## src/hw/rtl/ggpc_pkg.sv

```systemverilog
// ----------------------------------------------------------------------------
// ggpc_pkg
// Shared widths, constants, register indexes and types for the go-to-goal
// proportional controller pipeline.
// ----------------------------------------------------------------------------
package ggpc_pkg;

    localparam int ANGLE_BITS_DEF = 16;

    localparam int POS_W        = 32;             // position fields, signed
    localparam int YAW_W        = 16;             // yaw field, signed
    localparam int GAIN_W       = 16;             // gain, unsigned Q0.16
    localparam int DIFF_W       = POS_W + 1;      // goal error
    localparam int SQ_W         = 2 * POS_W + 1;  // square of one error magnitude
    localparam int RAD_W        = SQ_W + 1;       // sum of squares
    localparam int ROOT_W       = RAD_W / 2;      // floor square root
    localparam int REM_W        = ROOT_W + 3;     // partial remainder
    localparam int CORD_W       = POS_W + 4;      // CORDIC x and y
    localparam int Z_W          = 32;             // CORDIC angle, 2^32 per turn
    localparam int CORDIC_ITERS = 32;
    localparam int LIN_W        = 34;
    localparam int ANG_W        = 20;
    localparam int ANG_MAX      = 327680;

    localparam logic [GAIN_W-1:0] GAIN_RESET = 16'd6554;

    localparam int FRONT_LAT  = 2;
    localparam int SQRT_LAT   = ROOT_W + 1;
    localparam int CORDIC_LAT = CORDIC_ITERS + 2;
    localparam int CMD_LAT    = 2;
    localparam int PIPE_LAT   = FRONT_LAT + SQRT_LAT + CMD_LAT;

    // atan(2^-i), 2^32 units per turn
    localparam logic [Z_W-1:0] ATAN_TAB [CORDIC_ITERS] = '{
        32'd536870912, 32'd316933406, 32'd167458907, 32'd85004756,
        32'd42667331,  32'd21354465,  32'd10679838,  32'd5340245,
        32'd2670163,   32'd1335087,   32'd667544,    32'd333772,
        32'd166886,    32'd83443,     32'd41722,     32'd20861,
        32'd10430,     32'd5215,      32'd2608,      32'd1304,
        32'd652,       32'd326,       32'd163,       32'd81,
        32'd41,        32'd20,        32'd10,        32'd5,
        32'd3,         32'd1,         32'd1,         32'd0
    };

    typedef enum logic [1:0] {
        REG_GOAL_X = 2'd0,
        REG_GOAL_Y = 2'd1,
        REG_GAIN   = 2'd2
    } reg_idx_t;

    typedef struct packed {
        logic [SQ_W-1:0]          sq_a;
        logic [SQ_W-1:0]          sq_b;
        logic signed [CORD_W-1:0] cx;
        logic signed [CORD_W-1:0] cy;
        logic [Z_W-1:0]           cz;
        logic                     at_goal;
    } front_t;

    typedef struct packed {
        logic neg;
        logic at_goal;
    } head_flags_t;

    typedef struct packed {
        logic [LIN_W-1:0] linear_cmd;
        logic [ANG_W-1:0] angular_cmd;
        logic             arrived;
    } result_t;

endpackage

```

## src/hw/rtl/ggpc_sqrt.sv

```systemverilog
// ----------------------------------------------------------------------------
// ggpc_sqrt
// Sum of squares and pipelined restoring square root, one root bit a stage.
// ----------------------------------------------------------------------------
module ggpc_sqrt
    import ggpc_pkg::*;
(
    input  logic              clk,
    input  logic              en,
    input  logic [SQ_W-1:0]   sq_a,
    input  logic [SQ_W-1:0]   sq_b,
    output logic [ROOT_W-1:0] goal_dist
);

    logic [RAD_W-1:0]  rad_reg  [0:ROOT_W-1];
    logic [REM_W-1:0]  rem_reg  [0:ROOT_W-1];
    logic [ROOT_W-1:0] root_reg [0:ROOT_W];

    always_ff @(posedge clk)
    begin
        if (en)
        begin
            rad_reg[0]  <= RAD_W'(sq_a) + RAD_W'(sq_b);
            rem_reg[0]  <= '0;
            root_reg[0] <= '0;
        end
    end

    for (genvar k = 0; k < ROOT_W; k++)
    begin : g_step
        logic [REM_W-1:0] rem_t;
        logic [REM_W-1:0] trial;
        logic             take;

        always_comb
        begin
            // bring down the next two radicand bits, try root*4+1
            rem_t = {rem_reg[k][REM_W-3:0], rad_reg[k][RAD_W-1 -: 2]};
            trial = REM_W'({root_reg[k], 2'b01});
            take  = (rem_t >= trial);
        end

        always_ff @(posedge clk)
        begin
            if (en)
            begin
                root_reg[k+1] <= {root_reg[k][ROOT_W-2:0], take};
            end
        end

        if (k < ROOT_W - 1)
        begin : g_carry
            always_ff @(posedge clk)
            begin
                if (en)
                begin
                    rem_reg[k+1] <= take ? (rem_t - trial) : rem_t;
                    rad_reg[k+1] <= {rad_reg[k][RAD_W-3:0], 2'b00};
                end
            end
        end
    end

    assign goal_dist = root_reg[ROOT_W];

endmodule

```

## config.mk

```make
export PLATFORM = sky130hd
export DESIGN_NAME = ggpc_sqrt
export DESIGN_NICKNAME = d
export VERILOG_FILES = /design/src/hw/rtl/ggpc_pkg.sv /design/src/hw/rtl/ggpc_sqrt.sv
export SDC_FILE = /design/constraint.sdc
export NUM_CORES = 2
export LEC_CHECK = 0
export BUFFER_PORTS_ARGS = -buffer_cell sky130_fd_sc_hd__clkbuf_2
export CAP_MARGIN = 10
export CORE_MARGIN = 5
export CORE_UTILIZATION = 49
export DETAILED_ROUTE_END_ITERATION = 10
export GPL_TIMING_DRIVEN = 0
export PLACE_DENSITY = 0.69
export SYNTH_ARGS = -nofsm -noshare
export SYNTH_HDL_FRONTEND = slang
export SYNTH_MEMORY_MAX_BITS = 65536
export SYNTH_SLANG_ARGS = --single-unit
```

## constraint.sdc

```tcl
create_clock -name clk -period 7.1 [get_ports clk]
set_input_delay 1.775 -clock clk [delete_from_list [all_inputs] [get_ports clk]]
set_output_delay 1.775 -clock clk [all_outputs]
set_load 0.01 [all_outputs]
```

=== After elaboration in Yosys (flattened, before gate mapping) ===
Memory sizes are Yosys's and may differ from the RTL's.
Cells that the tools add are included.

* Logic and storage cells: 103
* Bits in registers: 0
* Memories: 3
* Output and inout port bits: 33
* RAM bits: 4,488
* Input port bits: 132

{| class="wikitable"
|+ Memory list
! memory !! depth !! bits a word !! rd ports !! clocked after Yosys merged registers in !! write ports !! line !! RTL
|-
| rad_reg || 33 || 66 || 33 || 0 || 33 || ggpc_sqrt.sv:15 || <nowiki>logic [RAD_W-1:0] rad_reg [0:ROOT_W-1];</nowiki>
|-
| rem_reg || 33 || 36 || 33 || 0 || 33 || ggpc_sqrt.sv:16 || <nowiki>logic [REM_W-1:0] rem_reg [0:ROOT_W-1];</nowiki>
|-
| root_reg || 34 || 33 || 34 || 0 || 34 || ggpc_sqrt.sv:17 || <nowiki>logic [ROOT_W-1:0] root_reg [0:ROOT_W];</nowiki>
|}

* Multiplexer cells: 34
* $add $sub $neg: 33
* $lt $le $gt $ge: 33

{| class="wikitable"
|+ Operators by type and width
! cell !! count
|-
| $ge 36x35->1 || 33
|-
| $mux 36 || 32
|-
| $sub 36x35->36 || 32
|-
| $add 65x65->66 || 1
|-
| $mux 1 || 2
|}

=== Longest topological paths before layout ===
An unclocked memory read counts as a cell.

* Word-level depth: 3
* Mapped depth: 14
* Mapped depth without buffers: 12

=== Worst setup path after synthesis ===
No wires, ideal clock.

* Kind: input port to flip-flop
* From: input sq_a[0]
* To: memory rad_reg[0][34] (netlist bit), data pin
* Buffers on the path: 0
* Arrival: 4.233 ns
* Stages: 12
* Data required time: 6.826 ns
* Slack: 2.594 ns
* Cells stage by stage: ha_1 > inv_1 > fa_1 > nor2b_1 > o211ai_1 > a31o_2 > a211oi_1 > nor2_1 > a21boi_0 > a31oi_1 > o41ai_1 > xor2_1

{| class="wikitable"
|+ RTL lines
! what !! line !! RTL
|-
| start, declared || ggpc_sqrt.sv:10 || <nowiki>input logic [SQ_W-1:0] sq_a,</nowiki>
|-
| end, declared || ggpc_sqrt.sv:15 ||
|}

==> summary.md <==
| Metric | Value |
|---|---|
| DRC viols | `0` |
| Final Hold Fails | `0` |
| Worst vdd rail ir drop | `0.220 mV` |
| Reg2Reg Depth | `10` |
| Crit Reg-Reg Startpoint | `rem_reg[12][51]` |
| Root buffer cell | `clkbuf_16` |
| DRT iter0 DRCs | `6,307` |
| DRT Pass-1 Iters | `6` |
| Post-route ant nets | `0` |
| Clk buf depth | `4` |
| Routed WL | `277 mm` |
| Critical Path Slowest Stage Cell | `nor4_1` |
| Hold Buf Count CTS | `0` |
| Final Max Tran Viols | `0` |
| Mapped Nets | `11,069` |
| Final net count | `11,551` |
| CTS tree | `yes` |
| Min-Delay Startpoint | `rad_reg[1][63]` |
| Startpoint type of the worst setup path | `flip-flop` |
| Layout area overhead | `11.7%` |
| Largest area contributor in the netlist | `edfxtp_1` |
| Largest net degree at the start of global routing | `133` |
| Initial antenna violation count | `2` |
| Worst hold-check path type | `reg2reg` |
| Flop2flop setup slack | `2.36 ns` |
| Top post-synthesis cells by area | `edfxtp_1, ha_1, xor2_1` |
| Gpl congestion | `0.918` |
| Area of the multi-input gates | `44,200 um^2` |
| Io pins | `165` |
| Leakage | `0.0555 uW` |
| Width of the die | `524 um` |
| FF+latch count, synth | `2,720` |
| GRT Util Overall | `19.5%` |
| Top cells by count, synth | `edfxtp_1, inv_1, nand2_1` |
| Design Power | `46,400 uW` |
| Worst clock skew | `0.0396 ns` |
| Via-to-Cell Ratio | `5.55` |
| End of the worst hold path | `rad_reg[2][65]` |
| Fin Hold WS | `0.394 ns` |
| Routed len/inst | `19.1 um` |
| Tmin final | `4.74 ns` |
| Setup TNS | `0 ns` |
| Post-synth EDFFs | `2,720` |
| Worst-skew pair later-pin latency | `0.89 ns` |
| Vias in the first global route | `78,676` |
| Starting density of the core | `49.3%` |
| Final setup vio count | `0` |
| CTS-repair resized insts | `0` |
| Setup bufs post-CTS | `0` |
| Most frequent cell after synthesis | `edfxtp_1` |
| Power Dens Cells | `320 nW/um^2` |
| CTS clk-pin slew, worst paths | `0.06 ns` |
| Share of the synthesized area in the top cell type | `63.0%` |
| Syn_area_per_cell | `12.6 um^2` |
| Synthesized instance count | `10,275` |
| Die area | `275,000 um^2` |
| Grt total ovfl | `0` |
| CP max stage delay | `0.83 ns` |
| Core area | `263,000 um^2` |
| Fillers | `21,743` |
| Share of cells above drive strength 1 | `7.17%` |
| Status | `finished clean` |
| Hold path cells | `0` |
| Clk sinks | `2,720` |
| Cell family with most CP delay | `buffers and inverters` |
| Unrepaired setup endpoints after global routing | `false` |
| Critical Path Most Common Cell | `clkbuf_1` |
| Max_cap viols | `0` |
| CP Data Required Time | `7.66 ns` |
| Synthesized area | `130,000 um^2` |
| Most used flip-flop cell after synthesis | `edfxtp_1` |
| Via count | `80,392` |
| Bufs and invs on worst path | `3` |
| Unique masters post-synth | `98` |
| Ys async rst share | `0%` |
| Worst-Margin Slew | `1.27 ns` |
| Reg2reg end | `rem_reg[13][17]` |
| Max Fclk | `0.211 GHz` |
| Worst-path cell chain | `ha_1 -> clkbuf_1 -> and3_1 -> nand3_1 -> nor4_1 -> a311oi_1 -> a21bo_2 -> clkbuf_1 -> clkbuf_1 -> a21oi_1` |
| CP Class | `reg2reg` |
| Row Count | `188` |
| Total CTS buffers | `290` |
| Storage element area | `81,700 um^2` |
| Slew Limit Headroom | `14.5%` |
| Seq/Total Area, Yosys | `63.0%` |
| Port Buffer Count | `164` |
| Final worst path period share | `66.8%` |
| Max FFs per register | `1,122` |
| Worst setup EP type | `flip-flop` |
| First-pass GRT wire length | `434 mm` |
| Max H-tree Level | `5` |
| Yosys warns | `0` |
| HPWL after DPL | `205 mm` |
| Critical Path AT | `5.30 ns` |
| Die Ht | `524 um` |
| Crit path max fanout | `10` |
[how the worst max path moves through the flow]
stage                      from              end  slack (ns)  depth (start not counted)
4_1_cts        root_reg[25][15]  rem_reg[13][17]        2.13                         11
6_report        rem_reg[12][51]  rem_reg[13][17]        2.36                         10
2_1_floorplan           sq_a[0]   rad_reg[0][34]        2.59                         12
3_3_place_gp                 en  rad_reg[27][62]      -42.22                          1
3_5_place_dp           sq_b[28]   rad_reg[0][60]        1.49                         12
5_1_grt        root_reg[25][15]  rem_reg[13][17]        1.98                         11
[layout by cell type, fill, tap and decap left out, types with 20 or more instances in the layout]
cell type,instances
or3_1,112
and3_1,55
edfxtp_1,2720
ha_1,661
o211ai_1,44
a31oi_1,66
a211oi_1,65
nor2b_1,74
nor3_1,241
or2_2,55
o21a_1,105
o31ai_1,61
a21oi_1,700
nand4_1,114
o21ai_0,569
buf_16,24
bufinv_16,22
nand2_1,728
and2_1,26
clkinv_1,57
nand2b_1,123
clkinv_2,47
o21bai_1,58
nor2_1,645
xor2_1,480
a21boi_0,24
a2111oi_0,25
nand3_1,156
inv_1,787
or4_1,66
clkbuf_16,296
clkbuf_2,166
mux2_2,65
nor4_1,124
xnor2_1,463
a21o_1,287
and4_1,20
clkbuf_1,235
nand3b_1,21
[layout make-up]
type                       count  area share [%]
buffer                       210           0.569
timing repair buffer         190            1.04
inverter                     794            2.06
sequential                  2720            56.4
antenna                        1         0.00173
multi-input combinational   6551            30.5
tap                         3515            3.04
clock buffer                 354            5.26
clock inverter               160            1.12
[per-stage QoR]
step	cell area [um^2]	util, %	setup WS, ns	cells
floorplan	130000	-	2.59	10275
CTS	145000	55.1	2.13	14492
finish	145000	55.1	2.36	14495
global placement	135000	51.3	-42.22	13954
detailed placement	136000	51.6	1.49	13978
global route	145000	55.1	1.98	14495
[logic make-up (layout without fill, tap and decap cells)]
| family | after synthesis | count (layout) | share of synthesized area, % |
|---|---|---|---|
| xor+xnor | 943 | 943 | 6.37 |
| compound gates | 2237 | 2237 | 10.7 |
| fa+ha+maj | 662 | 662 | 6.39 |
| mux | 75 | 75 | 0.642 |
| other cells | 1 | 2 | 0.00289 |
| flops | 2720 | 2720 | 63.0 |
| buf+inv | 1004 | 1708 | 2.93 |
| simple gates | 2633 | 2633 | 9.95 |
[report_power, final]
group | total, uW | switching, uW | internal (uW)
registers | 21800 | 1360 | 20400
clock network | 14700 | 6150 | 8500
logic | 9950 | 5880 | 4070
total | 46400 | 13400 | 33000
[layer usage]
| layer | track usage [%] | wire length [um] |
|---|---|---|
| met5 | 0 | 0 |
| met1 | 26.2 | 122000 |
| met4 | 7.41 | 11300 |
| met3 | 2.83 | 12900 |
| met2 | 32.2 | 131000 |
Power figures use the tool's default switching activity.
