===== src/hw/rtl/ggpc_pkg.sv =====
// ----------------------------------------------------------------------------
// ggpc_pkg
// Shared widths, constants, register indexes and types for the go-to-goal
// proportional controller pipeline.
// ----------------------------------------------------------------------------
package ggpc_pkg;

    localparam int ANGLE_BITS_DEF = 16;

    localparam int POS_W        = 32;             // position fields, signed
    localparam int YAW_W        = 16;             // yaw field, signed
    localparam int GAIN_W       = 16;             // gain, unsigned Q0.16
    localparam int DIFF_W       = POS_W + 1;      // goal error
    localparam int SQ_W         = 2 * POS_W + 1;  // square of one error magnitude
    localparam int RAD_W        = SQ_W + 1;       // sum of squares
    localparam int ROOT_W       = RAD_W / 2;      // floor square root
    localparam int REM_W        = ROOT_W + 3;     // partial remainder
    localparam int CORD_W       = POS_W + 4;      // CORDIC x and y
    localparam int Z_W          = 32;             // CORDIC angle, 2^32 per turn
    localparam int CORDIC_ITERS = 32;
    localparam int LIN_W        = 34;
    localparam int ANG_W        = 20;
    localparam int ANG_MAX      = 327680;

    localparam logic [GAIN_W-1:0] GAIN_RESET = 16'd6554;

    localparam int FRONT_LAT  = 2;
    localparam int SQRT_LAT   = ROOT_W + 1;
    localparam int CORDIC_LAT = CORDIC_ITERS + 2;
    localparam int CMD_LAT    = 2;
    localparam int PIPE_LAT   = FRONT_LAT + SQRT_LAT + CMD_LAT;

    // atan(2^-i), 2^32 units per turn
    localparam logic [Z_W-1:0] ATAN_TAB [CORDIC_ITERS] = '{
        32'd536870912, 32'd316933406, 32'd167458907, 32'd85004756,
        32'd42667331,  32'd21354465,  32'd10679838,  32'd5340245,
        32'd2670163,   32'd1335087,   32'd667544,    32'd333772,
        32'd166886,    32'd83443,     32'd41722,     32'd20861,
        32'd10430,     32'd5215,      32'd2608,      32'd1304,
        32'd652,       32'd326,       32'd163,       32'd81,
        32'd41,        32'd20,        32'd10,        32'd5,
        32'd3,         32'd1,         32'd1,         32'd0
    };

    typedef enum logic [1:0] {
        REG_GOAL_X = 2'd0,
        REG_GOAL_Y = 2'd1,
        REG_GAIN   = 2'd2
    } reg_idx_t;

    typedef struct packed {
        logic [SQ_W-1:0]          sq_a;
        logic [SQ_W-1:0]          sq_b;
        logic signed [CORD_W-1:0] cx;
        logic signed [CORD_W-1:0] cy;
        logic [Z_W-1:0]           cz;
        logic                     at_goal;
    } front_t;

    typedef struct packed {
        logic neg;
        logic at_goal;
    } head_flags_t;

    typedef struct packed {
        logic [LIN_W-1:0] linear_cmd;
        logic [ANG_W-1:0] angular_cmd;
        logic             arrived;
    } result_t;

endpackage


===== src/hw/rtl/ggpc_front.sv =====
// ----------------------------------------------------------------------------
// ggpc_front
// Goal error, yaw wrap, error squares and CORDIC pre-rotation (two stages).
// ----------------------------------------------------------------------------
module ggpc_front
    import ggpc_pkg::*;
#(
    parameter int ANGLE_BITS = ANGLE_BITS_DEF
)
(
    input  logic                     clk,
    input  logic                     en,
    input  logic signed [POS_W-1:0]  robot_x,
    input  logic signed [POS_W-1:0]  robot_y,
    input  logic signed [YAW_W-1:0]  yaw_angle,
    input  logic signed [POS_W-1:0]  goal_x,
    input  logic signed [POS_W-1:0]  goal_y,
    output front_t                   front,
    output logic [ANGLE_BITS-1:0]    yaw_w
);

    localparam int YAW_EXT_W = (ANGLE_BITS > YAW_W) ? ANGLE_BITS : YAW_W;

    logic signed [DIFF_W-1:0]    ex_reg, ex_next;
    logic signed [DIFF_W-1:0]    ey_reg, ey_next;
    logic [ANGLE_BITS-1:0]       yaw_a_reg, yaw_a_next;
    logic signed [YAW_EXT_W-1:0] yaw_ext;

    logic [DIFF_W-1:0]           abs_a, abs_b;
    logic [2*DIFF_W-1:0]         sq_a_full, sq_b_full;
    logic signed [CORD_W-1:0]    ex_w, ey_w;
    front_t                      front_reg, front_next;
    logic [ANGLE_BITS-1:0]       yaw_b_reg;

    // stage A: errors at full width, yaw taken modulo one turn
    always_comb
    begin
        ex_next    = DIFF_W'(goal_x) - DIFF_W'(robot_x);
        ey_next    = DIFF_W'(goal_y) - DIFF_W'(robot_y);
        yaw_ext    = YAW_EXT_W'(yaw_angle);
        yaw_a_next = yaw_ext[ANGLE_BITS-1:0];
    end

    always_ff @(posedge clk)
    begin
        if (en)
        begin
            ex_reg    <= ex_next;
            ey_reg    <= ey_next;
            yaw_a_reg <= yaw_a_next;
        end
    end

    // stage B: squares for the root, half-plane fold for the CORDIC
    always_comb
    begin
        abs_a     = ex_reg[DIFF_W-1] ? DIFF_W'(-ex_reg) : DIFF_W'(ex_reg);
        abs_b     = ey_reg[DIFF_W-1] ? DIFF_W'(-ey_reg) : DIFF_W'(ey_reg);
        sq_a_full = abs_a * abs_a;
        sq_b_full = abs_b * abs_b;
        ex_w      = CORD_W'(ex_reg);
        ey_w      = CORD_W'(ey_reg);

        front_next.sq_a    = sq_a_full[SQ_W-1:0];
        front_next.sq_b    = sq_b_full[SQ_W-1:0];
        front_next.cx      = ex_reg[DIFF_W-1] ? -ex_w : ex_w;
        front_next.cy      = ex_reg[DIFF_W-1] ? -ey_w : ey_w;
        front_next.cz      = ex_reg[DIFF_W-1] ? {1'b1, {(Z_W-1){1'b0}}} : '0;
        front_next.at_goal = (ex_reg == '0) && (ey_reg == '0);
    end

    always_ff @(posedge clk)
    begin
        if (en)
        begin
            front_reg <= front_next;
            yaw_b_reg <= yaw_a_reg;
        end
    end

    assign front = front_reg;
    assign yaw_w = yaw_b_reg;

endmodule


===== config.mk =====
export PLATFORM = sky130hd
export DESIGN_NAME = ggpc_front
export DESIGN_NICKNAME = d
export VERILOG_FILES = /design/src/hw/rtl/ggpc_pkg.sv /design/src/hw/rtl/ggpc_front.sv
export SDC_FILE = /design/constraint.sdc
export NUM_CORES = 2
export LEC_CHECK = 0
export ABC_CLOCK_PERIOD_IN_PS = 16500
export BUFFER_PORTS_ARGS = -buffer_cell sky130_fd_sc_hd__buf_4
export CORE_MARGIN = 2
export CORE_UTILIZATION = 25
export CTS_BUF_LIST = sky130_fd_sc_hd__clkbuf_16
export CTS_CLUSTER_SIZE = 28
export DETAILED_ROUTE_END_ITERATION = 10
export PLACE_DENSITY_LB_ADDON = 0.15
export SLEW_MARGIN = 30
export SYNTH_ARGS = -nofsm -noshare
export SYNTH_HDL_FRONTEND = slang
export SYNTH_SLANG_ARGS = --single-unit

===== constraint.sdc =====
create_clock -name clk -period 16.5 [get_ports clk]
set_input_delay 3.3 -clock clk [delete_from_list [all_inputs] [get_ports clk]]
set_output_delay 3.3 -clock clk [all_outputs]
set_load 0.05 [all_outputs]

Word level (Yosys, flattened, before mapping)
Cells that the tools add are included.

$add $sub $neg: 6. Multiply operators: 2. Div/mod/pow operators: 0. $lt $le $gt $ge: 0. Equal/unequal tests: 0. Shift-type cells: 0. Muxes and demuxes: 5. Bitwise gates (word level): 0. Reductions and logical operators: 3.

Operator list (number): multiplier 33 x 33 -> 65 bit (2); negator 33 -> 36 bit (2); logical NOT 33 bit (2); 2-to-1 mux 33 bit (2); negator 33 bit (2); subtractor 32 x 32 -> 33 bit (2); 2-to-1 mux 32 bit (2); 2-to-1 mux 36 bit (1); logical AND 1 bit (1).

Register bits after elaboration: 333. Bits in latches: 0. Bits in writable memories: 0. Bits in read-only memories: 0. Bits of input ports: 146. Output and inout bits: 251. Logic and storage cells: 27. Memories kept: 0.

Logic depth before layout (Yosys ltp)
Word-level depth: 3. Gate-level depth with buffers: 44. Depth with buffers taken out: 40.

Worst setup path after synthesis
OpenSTA, ideal clock, no wires.

Path kind: register -> register. From: reg ey_reg[0]. To: reg front_reg (netlist bit front[169]) (data pin). Library setup time: 259 ps. Arrival: 11022 ps. Required time: 16241 ps. Path slack: 5219 ps. Stages on the path, launching flop included: 41. Path buffers: 4. Period minus slack after synthesis: 11281 ps. Path through: edfxtp_1 clkbuf_1 clkinv_1 clkbuf_1 ha_1 or3b_4 or4_4 or3b_4 or3_1 or3_4 or3_4 o31a_4 xnor2_4 buf_4 nor2_1 fa_1 inv_1 fa_1 [5 not listed] fa_1 fa_1 fa_1 inv_1 fa_1 inv_1 ha_1 clkbuf_1 nand2_1 nor4_1 nand3_1 a2111oi_0 a211oi_1 o21ai_0 a211oi_1 o31ai_1 a21oi_1 xnor2_1.

RTL lines: start, declared (line ggpc_front.sv:25) `logic signed [DIFF_W-1:0] ey_reg, ey_next;`; start signal, assigned (line ggpc_front.sv:49) `ey_reg <= ey_next;`; end signal, assigned (line ggpc_front.sv:76) `front_reg <= front_next;`; end, declared (line ggpc_front.sv:32) `front_t front_reg, front_next;`.

==> results.sh <==
export IMPL_cp_max_fo=20
export IMPL_cts_root_buf="clkbuf_16"
export IMPL_cap_viol_max_count=0
export IMPL_clk_latency_ns=0.74
export IMPL_grt_max_degree=71
export IMPL_tightest_slew_ns=1.06
export IMPL_async_reset_ff_share_pct=0
export IMPL_grt_pass1_vias=59400
export IMPL_antenna_left=0
export IMPL_synth_distinct_cells=82
export IMPL_final_nets=10400
export IMPL_row_count=199
export IMPL_die_w_um=548
export IMPL_skew_ns=0.0643
export IMPL_relSlewSlack_pct=29.4
export IMPL_setup_worst_path_class="flop to flop"
export IMPL_syn_area_um2=74100
export IMPL_rsz0062_at_grt="false"
export IMPL_timing_hold_ws_ns=0.417
export IMPL_cp_required_ns=16.96
export IMPL_synth_edff_count=298
export IMPL_synth_top_area_share_pct=46.7
export IMPL_design_core_area_um2=294000
export IMPL_worstSetupEndpointType="flop"
export IMPL_timing_final_crit_share_pct=80.0
export IMPL_crit_arrival_ns=13.67
export IMPL_hold_viol_final=0
export IMPL_gp_congestion=0.857
export IMPL_wl_um=259000
export IMPL_grt_usage_pct=17.7
export IMPL_cts_buffers=47
export IMPL_ys_seq_area_share_pct=12.1
export IMPL_drive_above_1_share_pct=8.41
export IMPL_fin_util_pct=28.4
export IMPL_antenna_found_initial=16
export IMPL_detail_route_vias_per_cell=4.35
export IMPL_setup_viol=0
export IMPL_period_needed_ns=13.21
export IMPL_drt_iter0_markers=3300
export IMPL_route_vias_total=51900
export IMPL_timing_final_max_slew_violations=0
export IMPL_dp_hpwl_um=209000
export IMPL_wire_per_inst_um=21.7
export IMPL_synth_top_area_cell="fa_1"
export IMPL_h_tree_depth=2
export IMPL_grt_pass1_wl_um=394000
export IMPL_clock_sinks=298
export IMPL_synth_seq_cells=298
export IMPL_grt_remaining_overflow=0
export IMPL_holdBufCountCts=0
export IMPL_ys_flop_type="edfxtp_1"
export IMPL_crit_top_cell="fa_1"
export IMPL_firstDrtPassIters=6
export IMPL_synth_avg_cell_area_um2=9.65
export IMPL_startpoint_type="flop"
export IMPL_drc=0
export IMPL_io_buffers=363
export IMPL_fin_setup_tns_ns=0
export IMPL_num_io_pins=397
export IMPL_fmaxAchievable_ghz=0.0757
export IMPL_critPathSlowestCell="a2111oi_2"
export IMPL_reg2reg_slack_ns=3.29
export IMPL_synth_cells=7676
export IMPL_postCtsResizedCells=0
export IMPL_synthTopCellsByArea="fa_1 (47%), edfxtp_1 (12%), inv_1 (11%), ha_1 (9.9%), nand2_1 (3.6%)"
export IMPL_max_stage_delay_ns=0.73
export IMPL_status="finished, final reports clean"
export IMPL_die_area_um2=301000
export IMPL_largest_reg_flops=200
export IMPL_area_growth_pct=12.9
export IMPL_clkTransAtPathRegs_ns=0.06
export IMPL_worstHoldPathType="flop to flop"
export IMPL_yosys_warnings=0
export IMPL_cts_tree="done"
export IMPL_postCtsSetupBuffers=0
export IMPL_start_util_pct=25.2
export IMPL_ctsLongestPathBuffers=3
export IMPL_die_h_um=548
[worst paths after layout]
kind            startpoint    endpoint  cells after the start
min          yaw_a_reg[10]   yaw_w[10]                      0
min reg2reg  yaw_a_reg[10]   yaw_w[10]                      0
max              ey_reg[0]  front[169]                     38
max reg2reg      ey_reg[0]  front[169]                     38
[metal layers]
metal	part of all wire, %	routed length, um	GRT usage (%)	up-vias
met3	4.3	11000	2.09	210
met2	48	125000	30.0	1153
met5	0.0089	23	0	-
li1	-	-	-	23200
met4	2.3	5890	3.99	4
met1	45	117000	23.9	27400
[logic make-up (layout without fill, tap and decap cells)]
kind of cell | Yosys count | count (layout) | synth area share (%)
buffers and inverters | 2556 | 2861 | 13.2
adders and majority gates | 2315 | 2315 | 56.6
and+or+nand+nor | 1583 | 1583 | 9.09
AOI/OAI and AO/OA | 628 | 628 | 5.49
DFF | 298 | 298 | 12.1
xor gates and xnor gates | 292 | 292 | 3.50
muxes | 3 | 3 | 0.0439
other | 1 | 42 | 0.00506
[per-stage QoR]
step / worst slack (ns) / cell area, um^2 / std cells
after CTS: 3.34 / 83600 / 11900
after global placement: 2.70 / 82000 / 11800
after global routing: 2.84 / 83600 / 11900
final: 3.29 / 83600 / 11900
after floorplan: 5.22 / 74200 / 7711
after detailed placement: 3.43 / 82000 / 11800
[area by class of cell]
type / instances / area [um^2]
clock inverter: 41 / 379
inverter: 2277 / 8550
tap: 3919 / 4900
sequential: 298 / 8950
timing repair buffer: 496 / 3740
fill: 31500 / 211000
multi-input combinational: 4857 / 55900
clock buffer: 47 / 1180
antenna: 6 / 15.0
[cell usage in the layout (no fill, tap or decap), drive strengths merged, types with 8 or more instances in the layout]
cell type  instances
xor2              97
nand3             39
a21o             134
a211oi            15
or3               24
nand4             38
nor4               8
or2               16
a21oi            171
buf              495
nand2            714
edfxtp           298
clkinv            39
a31oi             20
nand2b            23
or4               13
ha               588
and2              57
fa              1727
o41ai              8
inv             2270
o21bai            27
o31ai             20
and3              21
nor3              33
nor2b             23
a21boi             9
nor2             555
o21ai            124
conb              36
clkbuf            47
xnor2            195
o21a              29
[synth_stat cells, drive strengths merged (4+ instances only)]
| cell | number |
|---|---|
| a2111oi | 5 |
| a211oi | 15 |
| a21boi | 9 |
| a21o | 134 |
| a21oi | 171 |
| a221o | 6 |
| a221oi | 7 |
| a311oi | 4 |
| a31oi | 20 |
| a41oi | 4 |
| and2 | 57 |
| and3 | 21 |
| and4 | 7 |
| buf | 59 |
| clkbuf | 220 |
| clkinv | 13 |
| edfxtp | 298 |
| fa | 1727 |
| ha | 588 |
| inv | 2264 |
| nand2 | 714 |
| nand2b | 23 |
| nand3 | 39 |
| nand4 | 38 |
| nor2 | 555 |
| nor2b | 23 |
| nor3 | 33 |
| nor4 | 8 |
| o211ai | 6 |
| o21a | 29 |
| o21ai | 124 |
| o21bai | 27 |
| o311ai | 4 |
| o31a | 4 |
| o31ai | 20 |
| o41ai | 8 |
| or2 | 16 |
| or3 | 24 |
| or4 | 13 |
| xnor2 | 195 |
| xor2 | 97 |
[worst max-delay path: cells and delay by family (launching register included)]
kind / cells / cell delay, ns
AND/OR/NAND/NOR: 11 / 4.06
AO/OA/AOI/OAI: 6 / 1.78
flip-flops: 1 / 0.38
buffers and inverters: 9 / 1.69
adder cells (fa/ha/maj): 10 / 4.72
XOR/XNOR: 2 / 0.27
Power is left out: the tool's default activity adds up to more than one toggle a clock period on the data nets, which glitch-free logic cannot reach.
