`src/hw/rtl/ggpc_pkg.sv`:
```
// ----------------------------------------------------------------------------
// ggpc_pkg
// Shared widths, constants, register indexes and types for the go-to-goal
// proportional controller pipeline.
// ----------------------------------------------------------------------------
package ggpc_pkg;

    localparam int ANGLE_BITS_DEF = 16;

    localparam int POS_W        = 32;             // position fields, signed
    localparam int YAW_W        = 16;             // yaw field, signed
    localparam int GAIN_W       = 16;             // gain, unsigned Q0.16
    localparam int DIFF_W       = POS_W + 1;      // goal error
    localparam int SQ_W         = 2 * POS_W + 1;  // square of one error magnitude
    localparam int RAD_W        = SQ_W + 1;       // sum of squares
    localparam int ROOT_W       = RAD_W / 2;      // floor square root
    localparam int REM_W        = ROOT_W + 3;     // partial remainder
    localparam int CORD_W       = POS_W + 4;      // CORDIC x and y
    localparam int Z_W          = 32;             // CORDIC angle, 2^32 per turn
    localparam int CORDIC_ITERS = 32;
    localparam int LIN_W        = 34;
    localparam int ANG_W        = 20;
    localparam int ANG_MAX      = 327680;

    localparam logic [GAIN_W-1:0] GAIN_RESET = 16'd6554;

    localparam int FRONT_LAT  = 2;
    localparam int SQRT_LAT   = ROOT_W + 1;
    localparam int CORDIC_LAT = CORDIC_ITERS + 2;
    localparam int CMD_LAT    = 2;
    localparam int PIPE_LAT   = FRONT_LAT + SQRT_LAT + CMD_LAT;

    // atan(2^-i), 2^32 units per turn
    localparam logic [Z_W-1:0] ATAN_TAB [CORDIC_ITERS] = '{
        32'd536870912, 32'd316933406, 32'd167458907, 32'd85004756,
        32'd42667331,  32'd21354465,  32'd10679838,  32'd5340245,
        32'd2670163,   32'd1335087,   32'd667544,    32'd333772,
        32'd166886,    32'd83443,     32'd41722,     32'd20861,
        32'd10430,     32'd5215,      32'd2608,      32'd1304,
        32'd652,       32'd326,       32'd163,       32'd81,
        32'd41,        32'd20,        32'd10,        32'd5,
        32'd3,         32'd1,         32'd1,         32'd0
    };

    typedef enum logic [1:0] {
        REG_GOAL_X = 2'd0,
        REG_GOAL_Y = 2'd1,
        REG_GAIN   = 2'd2
    } reg_idx_t;

    typedef struct packed {
        logic [SQ_W-1:0]          sq_a;
        logic [SQ_W-1:0]          sq_b;
        logic signed [CORD_W-1:0] cx;
        logic signed [CORD_W-1:0] cy;
        logic [Z_W-1:0]           cz;
        logic                     at_goal;
    } front_t;

    typedef struct packed {
        logic neg;
        logic at_goal;
    } head_flags_t;

    typedef struct packed {
        logic [LIN_W-1:0] linear_cmd;
        logic [ANG_W-1:0] angular_cmd;
        logic             arrived;
    } result_t;

endpackage

```
`src/hw/rtl/ggpc_cmd.sv`:
```
// ----------------------------------------------------------------------------
// ggpc_cmd
// Gain products, scaling, saturation and the at-goal override (two stages).
// ----------------------------------------------------------------------------
module ggpc_cmd
    import ggpc_pkg::*;
#(
    parameter int ANGLE_BITS = ANGLE_BITS_DEF
)
(
    input  logic                  clk,
    input  logic                  en,
    input  logic [ROOT_W-1:0]     goal_dist,
    input  logic [ANGLE_BITS+2:0] mag5,
    input  head_flags_t           flags,
    input  logic [GAIN_W-1:0]     gain,
    output result_t               res
);

    localparam int MAG_W = ANGLE_BITS + 3;
    localparam int SAT_W = (MAG_W > ANG_W) ? MAG_W : ANG_W;

    logic [ROOT_W+GAIN_W-1:0] lin_prod_reg;
    logic [MAG_W+GAIN_W-1:0]  ang_prod_reg;
    head_flags_t              flags_reg;

    always_ff @(posedge clk)
    begin
        if (en)
        begin
            lin_prod_reg <= goal_dist * gain;
            ang_prod_reg <= mag5 * gain;
            flags_reg    <= flags;
        end
    end

    logic [SAT_W-1:0] mag_ext;
    logic [SAT_W-1:0] mag_sat;
    logic [ANG_W-1:0] ang_mag;
    result_t          res_next;
    result_t          res_reg;

    always_comb
    begin
        mag_ext = SAT_W'(ang_prod_reg[MAG_W+GAIN_W-1:GAIN_W]);
        mag_sat = (mag_ext > SAT_W'(ANG_MAX)) ? SAT_W'(ANG_MAX) : mag_ext;
        ang_mag = mag_sat[ANG_W-1:0];

        // gain times a 33-bit distance stays below the linear ceiling
        res_next.linear_cmd  = LIN_W'(lin_prod_reg[ROOT_W+GAIN_W-1:GAIN_W]);
        res_next.angular_cmd = flags_reg.neg ? (~ang_mag + 1'b1) : ang_mag;
        res_next.arrived     = 1'b0;

        if (flags_reg.at_goal)
        begin
            res_next.linear_cmd  = '0;
            res_next.angular_cmd = '0;
            res_next.arrived     = 1'b1;
        end
    end

    always_ff @(posedge clk)
    begin
        if (en)
        begin
            res_reg <= res_next;
        end
    end

    assign res = res_reg;

endmodule

```
`config.mk`:
```
export PLATFORM = sky130hd
export DESIGN_NAME = ggpc_cmd
export DESIGN_NICKNAME = d
export VERILOG_FILES = /design/src/hw/rtl/ggpc_pkg.sv /design/src/hw/rtl/ggpc_cmd.sv
export SDC_FILE = /design/constraint.sdc
export NUM_CORES = 2
export LEC_CHECK = 0
export ABC_CLOCK_PERIOD_IN_PS = 5400
export BUFFER_PORTS_ARGS = -buffer_cell sky130_fd_sc_hd__buf_2
export CAP_MARGIN = 40
export CORE_AREA = 2 2 229 231
export CTS_BUF_LIST = sky130_fd_sc_hd__clkbuf_4 sky130_fd_sc_hd__clkbuf_8 sky130_fd_sc_hd__clkbuf_16
export DETAILED_ROUTE_END_ITERATION = 12
export DIE_AREA = 0 0 231 233
export GPL_TIMING_DRIVEN = 0
export MAX_ROUTING_LAYER = met4
export PLACE_DENSITY_LB_ADDON = 0.08
export SYNTH_ARGS = -nofsm -noshare
export SYNTH_HDL_FRONTEND = slang
export SYNTH_SLANG_ARGS = --single-unit
```
`constraint.sdc`:
```
create_clock -name clk -period 5.4 [get_ports clk]
set_input_delay 0 -clock clk [delete_from_list [all_inputs] [get_ports clk]]
set_output_delay 0 -clock clk [all_outputs]
set_load 0.01 [all_outputs]
```
---- After elaboration in Yosys (flattened, before gate mapping) ----
Index checks and enable logic that the tools add are counted.
operators by class
  $add $sub $neg .......................... 1
  multipliers ............................. 2
  order comparisons ....................... 1
  mux-type cells .......................... 3
  bitwise operators ....................... 1
operators by type and width
  kind                                           number
  multiplier 33 x 16 -> 49 bit                   1
  multiplier 19 x 16 -> 35 bit                   1
  adder 20 x 1 -> 20 bit, second input constant  1
  2-to-1 mux 20 bit                              1
  inverter 19 -> 20 bit                          1
  > comparator 19 bit, second input constant     1
  2-to-1 mux 19 bit                              1
  2-to-1 mux 1 bit                               1
word-level totals
  bits in registers ....................... 141
  input port bits ......................... 72
  output and inout port bits .............. 55
  logic and storage cells ................. 16

---- Depth between registers and ports, before layout ----
  word-level depth ........................ 5
  depth in mapped cells ................... 25
  mapped depth without buffers ............ 22

---- Worst setup path after synthesis ----
OpenSTA, ideal clock, no wires.
  path kind ............................... input-to-reg
  start ................................... in gain[1]
  end ..................................... reg ang_prod_reg[34], data pin
  library setup time ...................... 260 ps
  arrival ................................. 5755 ps
  data required time ...................... 5140 ps
  slack ................................... -614 ps
  stages on the path ...................... 21
  buffers on the path ..................... 2
  cells stage by stage .................... clkbuf_1 -> clkbuf_1 -> nand2_1 -> fa_1 -> inv_1 -> fa_1 -> inv_1 -> fa_1 -> fa_1 -> fa_1 -> fa_1 -> inv_1 -> ha_1 -> a41o_1 -> a221o_1 -> or3_1 -> o2111ai_1 -> nand4_1 -> a31o_2 -> a21oi_1 -> xnor2_1
between the ends
  word-level cells in the longest chain between the ends .. 1
RTL lines
  what                          line            text
  start, declared               ggpc_cmd.sv:16  input logic [GAIN_W-1:0] gain,
  multiplier 19 x 16 -> 35 bit  ggpc_cmd.sv:32  ang_prod_reg <= mag5 * gain;
  end signal, assigned          ggpc_cmd.sv:32
  end, declared                 ggpc_cmd.sv:24  logic [MAG_W+GAIN_W-1:0] ang_prod_reg;
No other way between the ends.
A chain may end at the register's enable or synchronous reset.

---- Worst setup path after layout ----
  start ................................... in gain[7]
  end ..................................... reg lin_prod_reg[44], data pin
between the ends
  word-level cells in the longest chain between the ends .. 1
RTL lines
  what                          line            text
  multiplier 33 x 16 -> 49 bit  ggpc_cmd.sv:31  lin_prod_reg <= goal_dist * gain;
  end signal, assigned          ggpc_cmd.sv:31
  end, declared                 ggpc_cmd.sv:23  logic [ROOT_W+GAIN_W-1:0] lin_prod_reg;
No other way between the ends.

==> reports/qor.tcl <==
set qor(worstSetupPathType) {primary input to flop}
set qor(grt_remaining_overflow) 0
set qor(post-route-cell-area_um2) 35890
set qor(gp_routability_congestion) 0.9827
set qor(cts_root_buffer) {clkbuf_16}
set qor(min-delay-start) {en}
set qor(global_route.usage.total) 0.3680
set qor(final.hold.worst_slack_ns) 0.1307
set qor(syn-mean-instance-area_um2) 9.136
set qor(net_count_synth) 4253
set qor(synth_ff_type) {edfxtp_1}
set qor(via_count_of_the_first_global_routing_pass) 25470
set qor(cts_tree) {yes}
set qor(cts_max_path_buffers) 2
set qor(worst_r2r_startpoint) {ang_prod_reg[16]}
set qor(synth.ff_latch_count) 108
set qor(outcome) {finished, violations left}
set qor(drt_first_pass_iters) 7
set qor(unrepaired_setup_endpoints_after_global_routing) {true}
set qor(final_min_period_over_clock_period) 1.043
set qor(synthesis.yosys.warnings) 0
set qor(reg2regPathDepth) 14
set qor(setup_viol) 18
set qor(violations_in_the_final_reports) {negative setup slack}
set qor(nets) 4482
set qor(netlist.top_cell.by_area) {fa_1}
set qor(grt_max_degree) 72
set qor(std_cell_rows) 83
set qor(max_clock_freq_ghz) 0.1775
set qor(capture_point_of_the_worst_reg_to_reg_path) {res[17]}
set qor(dpl_cell_area_um2) 32190
set qor(timing.critical_path.to_type) {flop}
set qor(synth-seq-area-share) 0.1078
set qor(die_height_um) 233
set qor(critPathMaxFanout) 7
set qor(critPathLaunchType) {primary input}
set qor(numCtsBuffers) 9
set qor(drt_drc_violations_left) 0
set qor(core_area_um2) 51090
set qor(timing.hold.worst.class) {primary input to flop}
set qor(final-seq-area_um2) 3243
set qor(netlist_top_cells_area) {fa_1 (44%), edfxtp_1 (11%), inv_1 (9.3%)}
set qor(drive_above_1_share) 0.1679
set qor(worstMarginPinSlew_ns) 0.9007
set qor(floorplan.die_area_um2) 53820
set qor(floorplan.initialDensity) 0.5886
set qor(layout.filler_cells) 4010
set qor(postRouteAntennaNets) 0
set qor(report.final.hold_viol_count) 0
set qor(min_delay_worst_endpoint) {ang_prod_reg[27]}
set qor(die_width_um) 231
set qor(wire_length_per_cell_after_detailed_routing_um) 22.04
set qor(setup.reg_to_reg.worst_slack_ns) 0.97
set qor(areaGrowthSynthToFinish_pct) 19.35
set qor(vias_per_cell) 5.645
set qor(clk_transition_reported_paths_ns) 0.08
set qor(clock-skew-final_ns) 0.01503
set qor(first_pass_grt_wire_length_mm) 143.6
set qor(cts_num_sinks) 108
set qor(edff_count_synth) 108
set qor(drt-initial-drc-count) 1799
set qor(worst_ep_arrival_time_ns) 5.79
set qor(synth-async-reset-ratio) 0
set qor(largest_reg_flops) 54
set qor(totalWireLength_mm) 92.86
set qor(cap_violations) 0
set qor(dpl.hpwl_mm) 73.66
set qor(synth_area_um2) 30080
set qor(vias) 23780
set qor(synth_top_area_share) 0.4433
set qor(clk-insertion-delay-late_ns) 0.39
set qor(timing.final.max_slew_violations) 0
set qor(worst_slack_ns) -0.2327
set qor(finalCriticalPeriod_ns) 5.633
set qor(multiInputGateArea_um2) 24600
set qor(antenna_found_initial) 5
set qor(crit_required_ns) 5.56
set qor(yosys.cell_types.count) 62
set qor(ios) 127
set qor(htree_num_levels) 3
set qor(min_path_cells) 1
set qor(port_buffers) 116
set qor(slew_headroom) 0.3995
set qor(syn_inst) 3292
worst max-delay path by stage:
stage / start / endpoint / slack [ns]
after CTS: gain[12] / lin_prod_reg[44] / -0.20
final: gain[7] / lin_prod_reg[44] / -0.23
after detailed placement: gain[12] / lin_prod_reg[48] / -1.92
after global routing: gain[7] / lin_prod_reg[44] / -0.38
after global placement: gain[5] / lin_prod_reg[44] / -2.27
after floorplan: gain[1] / ang_prod_reg[34] / -0.04
cells by family after synthesis:
family	Yosys count	synth area share
other	1	0.0001247
AO/OA/AOI/OAI	238	0.05221
multiplexers	3	0.001040
adder cells (fa/ha/maj)	889	0.5361
AND/OR/NAND/NOR	1081	0.1714
buffers and inverters	913	0.1141
XOR/XNOR	59	0.01718
flip-flops	108	0.1078
metrics by stage:
step | utilization | setup TNS [ns] | instances | worst slack, ns
global route | 0.7024 | -5.574 | 4210 | -0.3839
floorplan | - | -0.08051 | 3292 | -0.03706
CTS | 0.6819 | -0.9598 | 4161 | -0.1980
global placement | 0.6282 | -56.08 | 4088 | -2.267
finish | 0.7025 | -1.752 | 4213 | -0.2327
detailed placement | 0.6299 | -52.37 | 4094 | -1.924
cell usage in the layout (no fill, tap or decap), drive strengths merged, types with 3 or more instances in the layout:
| cell | Yosys | layout |
|---|---|---|
| o21ai | 45 | 45 |
| nand3 | 24 | 24 |
| a31oi | 10 | 10 |
| nor3 | 13 | 13 |
| xor2 | 27 | 27 |
| a211oi | 9 | 9 |
| o21bai | 7 | 7 |
| a2111oi | 4 | 4 |
| nor2b | 37 | 37 |
| o211ai | 8 | 8 |
| nor4 | 3 | 3 |
| and2 | 332 | 332 |
| nand2b | 8 | 8 |
| nand2 | 564 | 564 |
| diode | 0 | 7 |
| ha | 223 | 223 |
| clkbuf | 165 | 124 |
| or2 | 4 | 4 |
| edfxtp | 108 | 108 |
| nor2 | 64 | 64 |
| a21oi | 66 | 66 |
| buf | 1 | 267 |
| nand4 | 17 | 17 |
| and3 | 4 | 4 |
| o31ai | 9 | 9 |
| a41oi | 3 | 3 |
| o21a | 6 | 6 |
| o22ai | 6 | 6 |
| clkinv | 0 | 4 |
| a311oi | 4 | 4 |
| a21o | 36 | 36 |
| a221oi | 4 | 4 |
| inv | 747 | 750 |
| fa | 666 | 666 |
| a31o | 3 | 3 |
| or3 | 6 | 6 |
| o31a | 4 | 4 |
| xnor2 | 32 | 32 |
worst max-delay path, cell delays in order:
cell,delay [ns]
buf_12,0.13
buf_8,0.13
buf_6,0.12
nand2_1,0.08
fa_1,0.54
inv_1,0.05
fa_1,0.54
fa_2,0.50
fa_1,0.51
fa_1,0.48
inv_1,0.05
fa_1,0.47
inv_1,0.06
ha_4,0.30
nand2_2,0.07
o21ai_2,0.18
nor2_4,0.06
a2111oi_4,0.33
buf_4,0.21
o21ai_4,0.08
a22oi_2,0.33
a31oi_4,0.17
xnor2_4,0.39
synthesized netlist by cell type (2+ instances only):
cell type    n
a2111oi_0    3
a211oi_1     9
a21o_1      36
a21oi_1     66
a221o_1      2
a221oi_1     3
a311oi_1     4
a31o_2       2
a31oi_1     10
a41o_1       2
a41oi_1      3
and2_1     332
and3_1       4
and4_1       2
clkbuf_1   165
edfxtp_1   108
fa_1       666
ha_1       223
inv_1      747
mux2i_1      2
nand2_1    564
nand2b_1     8
nand3_1     24
nand4_1     17
nor2_1      64
nor2b_1     37
nor3_1      13
nor4_1       3
o211ai_1     8
o21a_1       5
o21ai_0     27
o21ai_1     18
o21bai_1     7
o22ai_1      6
o31a_1       4
o31ai_1      9
or2_2        2
or3_1        6
xnor2_1     32
xor2_1      27
what timing repair did:
item,4_1_cts,5_1_grt
setup endpoints to repair,49,36
cloned,5,5
resized for setup,412,218
pin swaps,83,87
buffers inserted,55,44
hold endpoints to repair,2,0
hold buffers,2,0
layout make-up:
type | instances | area share
antenna | 7 | 0.0004880
buffer | 154 | 0.06233
clock buffer | 9 | 0.006274
clock inverter | 7 | 0.002545
inverter | 747 | 0.07819
multi-input combinational | 2271 | 0.6854
sequential | 108 | 0.09035
tap | 680 | 0.02370
timing repair buffer | 230 | 0.05068
metal layers:
metal	vias up	track usage	part of all wire
met4	0	0.1786	0.056
met1	12150	0.4661	0.39
met3	244	0.07794	0.091
li1	10270	-	-
met5	-	-	0
met2	1119	0.5667	0.46
Power is not shown: default switching activity piles up to over one toggle a cycle in this logic, so the estimate is an artifact.
